===== config.mk =====
export PLATFORM = sky130hd
export DESIGN_NAME = trailing_pad_row_detector_unit
export DESIGN_NICKNAME = d
export VERILOG_FILES = /design/src/sv/trpd_pkg.sv /design/src/sv/trpd_pix_class.sv /design/src/sv/trpd_core.sv /design/src/sv/trpd_out_buf.sv /design/src/sv/trailing_pad_row_detector_unit.sv
export SDC_FILE = /design/constraint.sdc
export NUM_CORES = 1
export LEC_CHECK = 0
export CORE_ASPECT_RATIO = 0.75
export CORE_MARGIN = 4
export CORE_UTILIZATION = 50
export DETAILED_ROUTE_END_ITERATION = 7
export DONT_BUFFER_PORTS = 1
export PLACE_DENSITY = 0.69
export SYNTH_ARGS = -nofsm -noshare
export SYNTH_HDL_FRONTEND = slang
export SYNTH_SLANG_ARGS = --single-unit

===== constraint.sdc =====
create_clock -name i_clk -period 14.3 [get_ports i_clk]
set_input_delay 2.86 -clock i_clk [delete_from_list [all_inputs] [get_ports i_clk]]
set_output_delay 2.86 -clock i_clk [all_outputs]
set_load 0.01 [all_outputs]

===== src/sv/trpd_pkg.sv =====
// Shared types and constants for the trailing pad row detector.
`timescale 1ns / 1ps

package trpd_pkg;

    localparam int WIDTH_W = 15;            // row_width register width
    localparam int COL_W   = 14;            // column counter width
    localparam int OUTL_W  = 16;            // outlier counter width
    localparam int PIXC_W  = 15;            // bright / dark counter width
    localparam int RUN_W   = 16;            // row run counters, result fields

    localparam logic [WIDTH_W-1:0] MAX_WIDTH = 15'd16384;

    // gray band 128 +/- 5, allowed span inside the band
    localparam logic [7:0] BAND_LO   = 8'd123;
    localparam logic [7:0] BAND_HI   = 8'd133;
    localparam logic [7:0] BAND_SPAN = 8'd3;

    // luminance thresholds applied to r+g+b (3 * 235 and 3 * 128)
    localparam logic [9:0] BRIGHT_SUM = 10'd705;
    localparam logic [9:0] DARK_SUM   = 10'd384;

    // percentages; pad budget is 5 percent of 3 samples per pixel
    localparam logic [6:0] PCT       = 7'd100;
    localparam logic [4:0] PAD_PCT   = 5'd15;
    localparam logic [6:0] BLANK_PCT = 7'd97;

    typedef struct packed {
        logic [7:0] red;
        logic [7:0] green;
        logic [7:0] blue;
        logic       page_end;
    } t_pixel;

    typedef struct packed {
        logic [RUN_W-1:0] pad_rows;
        logic [RUN_W-1:0] crop_rows;
    } t_result;

    // per-pixel classification
    typedef struct packed {
        logic [1:0] outliers;   // samples outside the gray band
        logic       band_seen;  // at least one sample in band
        logic [7:0] band_min;   // 255 when none in band
        logic [7:0] band_max;   // 0 when none in band
        logic       bright;
        logic       dark;
    } t_pix_class;

endpackage


===== src/sv/trpd_pix_class.sv =====
// Per-pixel classification: gray band membership and luminance class.
`timescale 1ns / 1ps

module trpd_pix_class
    import trpd_pkg::*;
(
    input  t_pixel     i_pixel,
    output t_pix_class o_class
);

    always_comb begin
        logic [7:0] v [3];
        logic [9:0] sum;
        v[0] = i_pixel.red;
        v[1] = i_pixel.green;
        v[2] = i_pixel.blue;
        o_class.outliers  = 2'd0;
        o_class.band_seen = 1'b0;
        o_class.band_min  = 8'hFF;
        o_class.band_max  = 8'h00;
        for (int k = 0; k < 3; k++) begin
            if (v[k] < BAND_LO || v[k] > BAND_HI) begin
                o_class.outliers = o_class.outliers + 2'd1;
            end else begin
                o_class.band_seen = 1'b1;
                if (v[k] < o_class.band_min) o_class.band_min = v[k];
                if (v[k] > o_class.band_max) o_class.band_max = v[k];
            end
        end
        sum = 10'(i_pixel.red) + 10'(i_pixel.green) + 10'(i_pixel.blue);
        o_class.bright = (sum >= BRIGHT_SUM);
        o_class.dark   = (sum < DARK_SUM);
    end

endmodule


===== src/sv/trpd_core.sv =====
// Input register, row accumulators, row classification and page run counters.
`timescale 1ns / 1ps

module trpd_core
    import trpd_pkg::*;
(
    input  logic               i_clk,
    input  logic               i_rst_n,
    input  logic               i_cfg_we,
    input  logic [WIDTH_W-1:0] i_cfg_data,
    input  logic               i_in_valid,
    input  t_pixel             i_pixel,
    output logic               o_in_stall,
    input  logic               i_buf_full,
    output logic               o_push,
    output t_result            o_result
);

    logic               r_valid;
    t_pixel             r_pix;
    logic [WIDTH_W-1:0] r_width;
    logic [COL_W-1:0]   r_col;
    logic [OUTL_W-1:0]  r_outl;
    logic [7:0]         r_bmin;
    logic [7:0]         r_bmax;
    logic               r_bseen;
    logic [PIXC_W-1:0]  r_bright;
    logic [PIXC_W-1:0]  r_dark;
    logic [RUN_W-1:0]   r_pad_run;
    logic [RUN_W-1:0]   r_blank_run;
    logic [RUN_W-1:0]   r_above;

    logic [WIDTH_W-1:0] n_width;
    logic [COL_W-1:0]   n_col;
    logic [OUTL_W-1:0]  n_outl;
    logic [7:0]         n_bmin;
    logic [7:0]         n_bmax;
    logic               n_bseen;
    logic [PIXC_W-1:0]  n_bright;
    logic [PIXC_W-1:0]  n_dark;
    logic [RUN_W-1:0]   n_pad_run;
    logic [RUN_W-1:0]   n_blank_run;
    logic [RUN_W-1:0]   n_above;

    t_pix_class         w_cls;
    logic               w_move;
    logic               w_fin;
    logic               w_pad;
    logic               w_blank;
    logic [OUTL_W:0]    w_outl_sum;
    logic [RUN_W:0]     w_crop_sum;

    trpd_pix_class u_class (
        .i_pixel (r_pix),
        .o_class (w_cls)
    );

    // a beat without a result never waits on the output side
    assign w_move     = r_valid && (!r_pix.page_end || !i_buf_full);
    assign o_in_stall = r_valid && !w_move;
    assign o_push     = w_move && r_pix.page_end;

    always_comb begin
        if (i_cfg_data == '0)          n_width = WIDTH_W'(1);
        else if (i_cfg_data > MAX_WIDTH) n_width = MAX_WIDTH;
        else                           n_width = i_cfg_data;
    end

    // accumulate this pixel, then close the row if it is full
    always_comb begin
        w_outl_sum = {1'b0, r_outl} + (OUTL_W+1)'(w_cls.outliers);
        n_outl     = w_outl_sum[OUTL_W] ? '1 : w_outl_sum[OUTL_W-1:0];
        n_bmin     = (w_cls.band_min < r_bmin) ? w_cls.band_min : r_bmin;
        n_bmax     = (w_cls.band_max > r_bmax) ? w_cls.band_max : r_bmax;
        n_bseen    = r_bseen | w_cls.band_seen;
        n_bright   = (w_cls.bright && r_bright != '1) ? r_bright + 1'b1 : r_bright;
        n_dark     = (w_cls.dark && r_dark != '1) ? r_dark + 1'b1 : r_dark;

        w_fin   = (({1'b0, r_col} + WIDTH_W'(1)) >= r_width);
        w_pad   = (23'(n_outl) * 23'(PCT) <= 23'(r_width) * 23'(PAD_PCT))
                  && n_bseen && ((n_bmax - n_bmin) <= BAND_SPAN);
        w_blank = (22'(n_bright) * 22'(PCT) >= 22'(r_width) * 22'(BLANK_PCT))
                  && (22'(n_dark) * 22'(PCT) <= 22'(r_width));

        n_col       = r_col + 1'b1;
        n_pad_run   = r_pad_run;
        n_blank_run = r_blank_run;
        n_above     = r_above;
        if (w_fin) begin
            n_col = '0;
            if (w_pad) begin
                if (r_pad_run == '0) n_above = r_blank_run;
                if (r_pad_run != '1) n_pad_run = r_pad_run + 1'b1;
            end else begin
                n_pad_run = '0;
                n_above   = '0;
            end
            if (w_blank) begin
                if (r_blank_run != '1) n_blank_run = r_blank_run + 1'b1;
            end else begin
                n_blank_run = '0;
            end
        end

        w_crop_sum         = {1'b0, n_pad_run} + {1'b0, n_above};
        o_result.pad_rows  = n_pad_run;
        if (n_pad_run == '0)          o_result.crop_rows = '0;
        else if (w_crop_sum[RUN_W])   o_result.crop_rows = '1;
        else                          o_result.crop_rows = w_crop_sum[RUN_W-1:0];
    end

    always_ff @(posedge i_clk) begin
        if (!i_rst_n) begin
            r_valid <= 1'b0;
        end else if (!o_in_stall) begin
            r_valid <= i_in_valid;
        end
    end

    always_ff @(posedge i_clk) begin
        if (i_in_valid && !o_in_stall) begin
            r_pix <= i_pixel;
        end
    end

    always_ff @(posedge i_clk) begin
        if (!i_rst_n) begin
            r_width <= WIDTH_W'(1);
        end else if (i_cfg_we) begin
            r_width <= n_width;
        end
    end

    always_ff @(posedge i_clk) begin
        if (!i_rst_n || (w_move && r_pix.page_end)) begin
            r_col       <= '0;
            r_outl      <= '0;
            r_bmin      <= 8'hFF;
            r_bmax      <= '0;
            r_bseen     <= 1'b0;
            r_bright    <= '0;
            r_dark      <= '0;
            r_pad_run   <= '0;
            r_blank_run <= '0;
            r_above     <= '0;
        end else if (w_move) begin
            r_col       <= n_col;
            r_pad_run   <= n_pad_run;
            r_blank_run <= n_blank_run;
            r_above     <= n_above;
            if (w_fin) begin
                r_outl   <= '0;
                r_bmin   <= 8'hFF;
                r_bmax   <= '0;
                r_bseen  <= 1'b0;
                r_bright <= '0;
                r_dark   <= '0;
            end else begin
                r_outl   <= n_outl;
                r_bmin   <= n_bmin;
                r_bmax   <= n_bmax;
                r_bseen  <= n_bseen;
                r_bright <= n_bright;
                r_dark   <= n_dark;
            end
        end
    end

endmodule


===== src/sv/trpd_out_buf.sv =====
// Two-entry result buffer; full flag is registered.
`timescale 1ns / 1ps

module trpd_out_buf
    import trpd_pkg::*;
(
    input  logic    i_clk,
    input  logic    i_rst_n,
    input  logic    i_push,
    input  t_result i_data,
    output logic    o_full,
    output logic    o_out_valid,
    input  logic    i_out_stall,
    output t_result o_result
);

    logic [1:0] r_count;
    t_result    r_q0;
    t_result    r_q1;
    logic       w_pop;

    assign o_out_valid = (r_count != 2'd0);
    assign o_full      = (r_count == 2'd2);
    assign o_result    = r_q0;
    assign w_pop       = o_out_valid && !i_out_stall;

    always_ff @(posedge i_clk) begin
        if (!i_rst_n) begin
            r_count <= 2'd0;
        end else begin
            r_count <= r_count + 2'(i_push) - 2'(w_pop);
        end
    end

    always_ff @(posedge i_clk) begin
        if (w_pop) begin
            if (r_count == 2'd2) r_q0 <= r_q1;
            else if (i_push)     r_q0 <= i_data;
            if (i_push && r_count == 2'd2) r_q1 <= i_data;
        end else if (i_push) begin
            if (r_count == 2'd0) r_q0 <= i_data;
            else                 r_q1 <= i_data;
        end
    end

endmodule


===== src/sv/trailing_pad_row_detector_unit.sv =====
// Top level of the trailing pad row detector.
`timescale 1ns / 1ps

// Channel   Direction  Beat       Handshake
// pixel     in         t_pixel    i_in_valid / o_in_stall
// result    out        t_result   o_out_valid / i_out_stall
// config    in         row_width  i_cfg_we (no read-back)
//
// One pixel per clock sustained while o_in_stall is low. A pixel is latched
// in the input register, and from there the row accumulators, row
// classification and run counters update in a single pass; a page_end pixel
// pushes one result into a two-entry output buffer.
// Reset (synchronous, active low) sets row_width to 1 and clears all counts.
// Output stalls back up into the input only when a page_end pixel meets a
// full output buffer; pixels that make no result never wait.

module trailing_pad_row_detector_unit
    import trpd_pkg::*;
(
    input  logic               i_clk,
    input  logic               i_rst_n,
    input  logic               i_cfg_we,
    input  logic [WIDTH_W-1:0] i_cfg_data,
    input  logic               i_in_valid,
    input  t_pixel             i_pixel,
    output logic               o_in_stall,
    output logic               o_out_valid,
    input  logic               i_out_stall,
    output t_result            o_result
);

    logic    w_push;
    logic    w_buf_full;
    t_result w_core_result;

    trpd_core u_core (
        .i_clk      (i_clk),
        .i_rst_n    (i_rst_n),
        .i_cfg_we   (i_cfg_we),
        .i_cfg_data (i_cfg_data),
        .i_in_valid (i_in_valid),
        .i_pixel    (i_pixel),
        .o_in_stall (o_in_stall),
        .i_buf_full (w_buf_full),
        .o_push     (w_push),
        .o_result   (w_core_result)
    );

    trpd_out_buf u_out_buf (
        .i_clk       (i_clk),
        .i_rst_n     (i_rst_n),
        .i_push      (w_push),
        .i_data      (w_core_result),
        .o_full      (w_buf_full),
        .o_out_valid (o_out_valid),
        .i_out_stall (i_out_stall),
        .o_result    (o_result)
    );

    // never push into a full buffer
    a_no_overflow: assert property (@(posedge i_clk) disable iff (!i_rst_n)
        w_push |-> !w_buf_full)
        else $error("result pushed into full buffer");

    // input backs up only behind a full buffer
    a_stall_cause: assert property (@(posedge i_clk) disable iff (!i_rst_n)
        o_in_stall |-> w_buf_full)
        else $error("input stalled with room in buffer");

    // no pad means no crop
    a_crop_zero: assert property (@(posedge i_clk) disable iff (!i_rst_n)
        (o_out_valid && o_result.pad_rows == '0) |-> (o_result.crop_rows == '0))
        else $error("crop rows without pad rows");

    // crop never below pad
    a_crop_ge_pad: assert property (@(posedge i_clk) disable iff (!i_rst_n)
        o_out_valid |-> (o_result.crop_rows >= o_result.pad_rows))
        else $error("crop rows below pad rows");

endmodule

* Yosys cells after proc, flatten, opt, wreduce, memory -nomap -nowiden
Index checks and enable logic that the tools add are counted.
** Storage, ports and cells
- Logic and storage cells :: 150
- Flip-flop bits (word level) :: 232
- Input port bits :: 45
- Output and inout port bits :: 34
** Operators by class
- Mux-type cells :: 45
- Order comparisons :: 22
- Bitwise logic cells :: 1
- Add/sub/neg operators :: 15
- Reduce and logical (&&, ||, !) cells :: 33
- Equal/unequal tests :: 8
- $mul :: 5
** Operator list (number)
- 32-bit two-way mux :: 9
- 16-bit two-way mux :: 12
- 15-bit two-way mux :: 6
- 8-bit two-way mux :: 10
- 17-bit two-way mux :: 3
- 15-bit by 5-bit multiplier with 20-bit output, second input constant :: 2
- 16-bit by 1-bit adder with 16-bit output, second input constant :: 2
- 16-bit logical NOT :: 2
- 16-bit != test, second input constant :: 2
- 15-bit by 1-bit adder with 15-bit output, second input constant :: 2
- 15-bit != test, second input constant :: 2
- 8-bit > comparator :: 3
- 8-bit > comparator, second input constant :: 3
- 8-bit by 7-bit less-than comparator with 1-bit output, second input constant :: 3
- 8-bit less-than comparator :: 3
- 23-bit by 19-bit less-or-equal comparator with 1-bit output :: 1
- 22-bit >= comparator :: 1
- 22-bit by 15-bit less-or-equal comparator with 1-bit output :: 1
- 15-bit by 7-bit multiplier with 22-bit output, second input constant :: 1
- 16-bit by 5-bit multiplier with 21-bit output, second input constant :: 1
- 15-bit by 4-bit multiplier with 19-bit output, second input constant :: 1
- 16-bit by 16-bit adder with 17-bit output :: 1
- 16-bit by 2-bit adder with 17-bit output :: 1
- 14-bit by 1-bit adder with 15-bit output, second input constant :: 1
- other kinds (28) :: 56

* Longest topological paths before layout
- Word-level depth :: 22
- Gate-level depth with buffers :: 59
- Gate-level depth less buffers :: 53

* Cells and area by module
A second synthesis with hierarchy kept.
** Second synthesis, totals
- Cell total of the unflattened synthesis :: 2589
- Area, all modules :: 23140.9 µm²
** Modules (own cells, without submodules)
- trpd_core :: times used 1, sequential area each 3573.4 µm², area an instance 18691.7 µm², cells an instance 2249
- trpd_out_buf :: times used 1, sequential area each 1961.9 µm², area an instance 2612.5 µm², cells an instance 116
- trpd_pix_class :: times used 1, sequential area each 0.0 µm², area an instance 1836.8 µm², cells an instance 224

* Worst setup path after synthesis
Ideal clock, no wire load.
- Path type :: register to register
- Start :: reg u_core.r_pix[18] in the netlist's numbering
- End :: reg u_out_buf.r_q0, in the netlist u_out_buf.o_result[15] (data pin)
- Period minus slack after synthesis :: 11.350 ns
- Path buffers :: 3
- Path slack :: 2.950 ns
- Data required time :: 14.026 ns
- Data arrival time :: 11.076 ns
- Stages on the path, launching flop included :: 53
- Setup time :: 0.274 ns
- Cell sequence :: edfxtp_1 a21o_1 and3_1 clkbuf_1 nor2_1 nor2_1 ha_1 a21o_1 a21o_1 a221o_1 nor2_1 mux2_2 ha_1 nand3_1 a21oi_1 nor2_1 nor4b_1 a31oi_4 (+17 left out) nor4_1 and2_4 buf_6 a21o_1 buf_6 a22o_1 ha_1 a211oi_1 nor2_1 or4_1 a31oi_1 nor2b_1 o21ai_0 a21oi_1 a31oi_1 or3b_2 a211oi_1 o41ai_1
** On the way
- Word-level cells in the longest chain between the ends :: 22
- Elaborated cells between the ends (all ways) :: 49
- Classes of those cells :: 5 x add/sub; 1 x mul; 12 x order compare; 26 x mux; 1 x bitwise; 4 x reduce/logical
** Ends and longest elaborated chain
- start: declaration :: RTL line trpd_core.sv:20 : t_pixel r_pix;
- start signal: assignment :: RTL line trpd_core.sv:122 : r_pix <= i_pixel;
- parallel branches: the longest is 13 deep, another holds 23-bit by 19-bit less-or-equal comparator with 1-bit output
- 1-bit logical AND * :: RTL line trpd_core.sv:81 : && n_bseen && ((n_bmax - n_bmin) <= BAND_SPAN);
- 16-bit two-way mux * :: RTL line trpd_core.sv:91 : if (w_pad) begin
- 16-bit two-way mux * :: RTL line trpd_core.sv:89 : if (w_fin) begin
- net u_core.n_above[2] :: RTL line trpd_core.sv:43 : logic [RUN_W-1:0] n_above;
- 16-bit by 16-bit adder with 17-bit output * :: RTL line trpd_core.sv:105 : w_crop_sum = {1'b0, n_pad_run} + {1'b0, n_above};
- 16-bit two-way mux * :: RTL line trpd_core.sv:108 : else if (w_crop_sum[RUN_W]) o_result.crop_rows = '1;
- 16-bit two-way mux * :: RTL line trpd_core.sv:107 : if (n_pad_run == '0) o_result.crop_rows = '0;
- 32-bit two-way mux (on tied branches) :: RTL line trpd_out_buf.sv:41, trpd_out_buf.sv:38
- 32-bit two-way mux (on tied branches) :: RTL line trpd_out_buf.sv:40, trpd_out_buf.sv:37
- 32-bit two-way mux * :: RTL line trpd_out_buf.sv:36 : if (w_pop) begin
- end signal: assignment :: RTL line trpd_out_buf.sv:37 : if (r_count == 2'd2) r_q0 <= r_q1;
- end signal: assignment :: RTL line trpd_out_buf.sv:38 : else if (i_push) r_q0 <= i_data;
- end signal: assignment :: RTL line trpd_out_buf.sv:41 : if (r_count == 2'd0) r_q0 <= i_data;
- end: declaration :: RTL line trpd_out_buf.sv:18 : t_result r_q0;
Mark *: on every way through the listed nets, which the timed path passes. The select of a mux whose other input is x is not followed.
A chain may end at the register's enable or synchronous reset.

* Final worst setup path
- Start :: reg u_core.r_pix[19] in the netlist's numbering
- End :: reg u_out_buf.r_q0, in the netlist u_out_buf.o_result[15] (data pin)
Same word-level chain as after synthesis.

==> reports/results.txt <==
Int Power -> 1.305 mW
cell family with most CP delay -> compound AO/OA/AOI/OAI gates
worst-path fanout max -> 16
post-CTS setup buffers -> 0
Synth Net Count -> 3096
Worst EP required -> 14.58 ns
synthesis-stage register bit count -> 232
WL per Instance -> 18.08 um
library cells used by synthesis -> 81
final net count -> 3045
CP max stage cell -> edfxtp_1
Layout area overhead -> 6.025%
Switch Pwr -> 0.6926 mW
Switching Share -> 0.3466
Leak -> 11.70 nW
initial antenna violation count -> 0
critical path class -> reg -> reg
Worst Path Buf+Inv -> 2
Worst VDD drop -> 82.28 uV
Final Hold Fails -> 0
largest net degree at the start of global routing -> 68
IO Pins -> 79
commonest non-fill, non-tap cell in the layout -> ha_1
Max-cap violations -> 0
synthesized area per cell -> 8.855 um^2
Via density -> 5.968
dominant register cell in the synthesized netlist -> dfxtp_1
DRC errors left -> 0
global-route wire length before repair -> 92.20 mm
antenna cells -> 0
vias -> 18720
die span in y -> 193.2 um
CP Capture Type -> flop
Routed WL -> 56.73 mm
Post-synth EDFFs -> 89
worst stage delay on the critical path -> 0.52 ns
CP arrival -> 13.26 ns
slew margin rel. -> 0.2717
Filler cells -> 4054
Comb pwr share -> 0.277
sequential share of the synthesized area -> 0.2421
Fmax -> 0.07707 GHz
Die ar. -> 0.04925 mm^2
final worst-path cycle share -> 0.9073
Power, Total -> 1.998 mW
Final Critical Period -> 12.97 ns
Pwr per Cell Area -> 82.42 mW/mm^2
H-tree Lvls -> 1
worst slew pin tran -> 1.090 ns
Initial DRC Count -> 1400
CTS clock-pin slew for the worst setup and hold paths -> 0.06 ns
vias in the first global route -> 18010
unrepaired setup endpoints after global routing -> no
CTS Sinks -> 232
CP startpoint kind -> flop
Routability Congestion -> 0.8967
standard-cell rows -> 67
router iterations before antenna repair -> 7
Worst-Skew Late Latency -> 0.56 ns
Tightest Hold Check Type -> reg -> reg
Slew Viols, Final -> 0
Die X -> 254.9 um
number of port buffers -> 0
Clk network pwr share -> 0.346
Yosys Warn Count -> 0
Post-Route Setup TNS -> 0 ns
Flop pwr share -> 0.377
gr ovfl total -> 0
final setup skew -> 0.01677 ns
ys async rst share -> 0
cts bufs inserted -> 26
Synth Cell Area -> 0.02286 mm^2
layout cell share with drive strength beyond 1 -> 0.04390
HPWL Detailed -> 44.03 mm
clock tree buffer depth -> 3
GRT Util Overall -> 0.2267
setup violators final -> 0
Core ar. -> 0.04493 mm^2
Post-Syn Instances -> 2582
post-route ant nets -> 0
flop-to-flop setup slack -> 1.33 ns
Initial Util -> 0.5089
clock root cell -> clkbuf_16
status -> finished clean
most frequent cells in the layout -> ha_1 (392), inv_1 (235), nor2_1 (184)
CTS tree -> done
==> power by group through the flow <==
| stage | combinational, mW | sequential [mW] | clock [mW] |
|---|---|---|---|
| floorplan | 0.420 | 0.756 | 0 |
| global placement | 0.531 | 0.767 | 0 |
| detailed placement | 0.549 | 0.767 | 0 |
| CTS | 0.552 | 0.753 | 0.701 |
| global route | 0.627 | 0.756 | 0.725 |
| finish | 0.554 | 0.753 | 0.691 |
==> synth_stat cells, types with 15 or more instances <==
library cell  count  share of area
nor2_1          186          0.031
and2_1           34         0.0093
clkbuf_1         74          0.012
edfxtp_1         89           0.12
dfxtp_1         143           0.13
or3_1            33         0.0090
a22oi_1          28         0.0092
mux2i_1          20         0.0088
nand2b_1         26         0.0071
a211oi_1         21         0.0069
nand3_1          77          0.017
o211ai_1         15         0.0049
a21o_1           60          0.020
nor2b_1          22         0.0060
a31oi_1          27         0.0074
a21oi_1         152          0.033
ha_1            392           0.21
nor3_1           51          0.011
o21ai_0         115          0.025
inv_1           235          0.039
o31ai_1          31          0.010
o21a_1           16         0.0053
nand4_1          32         0.0088
and3_1           41          0.011
xor2_1           68          0.026
nand2_1         178          0.029
a22o_1           32          0.012
fa_1             77          0.067
xnor2_1          93          0.036
nor4_1           23         0.0063
==> path summary, 6_finish.rpt <==
path                    start                      to  cells past startpoint
min reg2reg    u_core.r_bseen          u_core.r_bseen                      1
max reg2reg  u_core.r_pix[19]  u_out_buf.o_result[15]                     50
min            u_core.r_bseen          u_core.r_bseen                      1
max          u_core.r_pix[19]  u_out_buf.o_result[15]                     50
==> repair_timing <==
item | CTS | global route
hold buffers | 0 | 0
endpoints found under the setup margin | 0 | 27
resized for setup | 0 | 2
==> stage by stage <==
step | worst slack, ns | hold slack, ns | instance area (um^2) | util | std cells
after CTS | 1.251 | 0.4653 | 24230 | 0.5393 | 3137
after global placement | 1.693 | 0.4463 | 23370 | 0.5200 | 3089
after floorplan | 2.950 | 0.4352 | 22860 | - | 2582
after detailed placement | 1.338 | 0.4504 | 23370 | 0.5200 | 3089
final | 1.325 | 0.4628 | 24240 | 0.5395 | 3137
after global routing | 0.3112 | 0.4898 | 24240 | 0.5395 | 3137
==> routing by layer <==
layer  track usage  vias to the layer above  wire length, um
met3       0.02588                       79             2694
met5             0                        -                0
met2        0.3616                      424            25150
met1        0.3320                     8990            27750
met4       0.05243                        0             1134
li1              -                     9229                -
==> state kept, by name, indices dropped and copies added, names as in the netlist, 2 cells and up <==
signal,cells
u_core.r_bmax,8
u_core.r_outl,16
u_core.r_blank_run,16
u_out_buf.o_result,32
u_core.r_width,15
u_core.r_dark,15
u_core.r_pad_run,16
u_out_buf.r_q1,32
u_core.r_col,14
u_core.r_pix,25
u_out_buf.r_count,2
u_core.r_above,16
u_core.r_bright,15
u_core.r_bmin,8
==> final cells by class <==
class / instances / area [um^2] / share of cell area
Timing Repair Buffer: 15 / 112.6 / 0.004645
Inverter: 235 / 882.1 / 0.03639
Tap cell: 586 / 733.2 / 0.03025
Multi-Input combinational cell: 2021 / 16110 / 0.6647
Clock inverter: 17 / 175.2 / 0.007226
Sequential cell: 232 / 5535 / 0.2283
Clock buffer: 31 / 689.4 / 0.02844
==> worst register-to-register path: cells and delay by family, from the launching register on <==
| family | cells | cell delay, ns |
|---|---|---|
| AOI/OAI and AO/OA | 23 | 5.34 |
| and+or+nand+nor | 18 | 4.33 |
| adders and majority gates | 5 | 1.59 |
| DFF | 1 | 0.52 |
| buffers and inverters | 2 | 0.46 |
| muxes | 1 | 0.31 |
| xor gates and xnor gates | 1 | 0.17 |
==> cells by family (layout without fill, tap and decap cells) <==
group / Yosys count / count (layout) / synth area share
xor gates and xnor gates: 162 / 162 / 0.06238
and+or+nand+nor: 751 / 751 / 0.1627
AOI/OAI and AO/OA: 606 / 606 / 0.1795
adders and majority gates: 469 / 469 / 0.2819
buffers and inverters: 329 / 298 / 0.05560
DFF: 232 / 232 / 0.2421
muxes: 33 / 33 / 0.01581
Power figures use the tool's default switching activity.
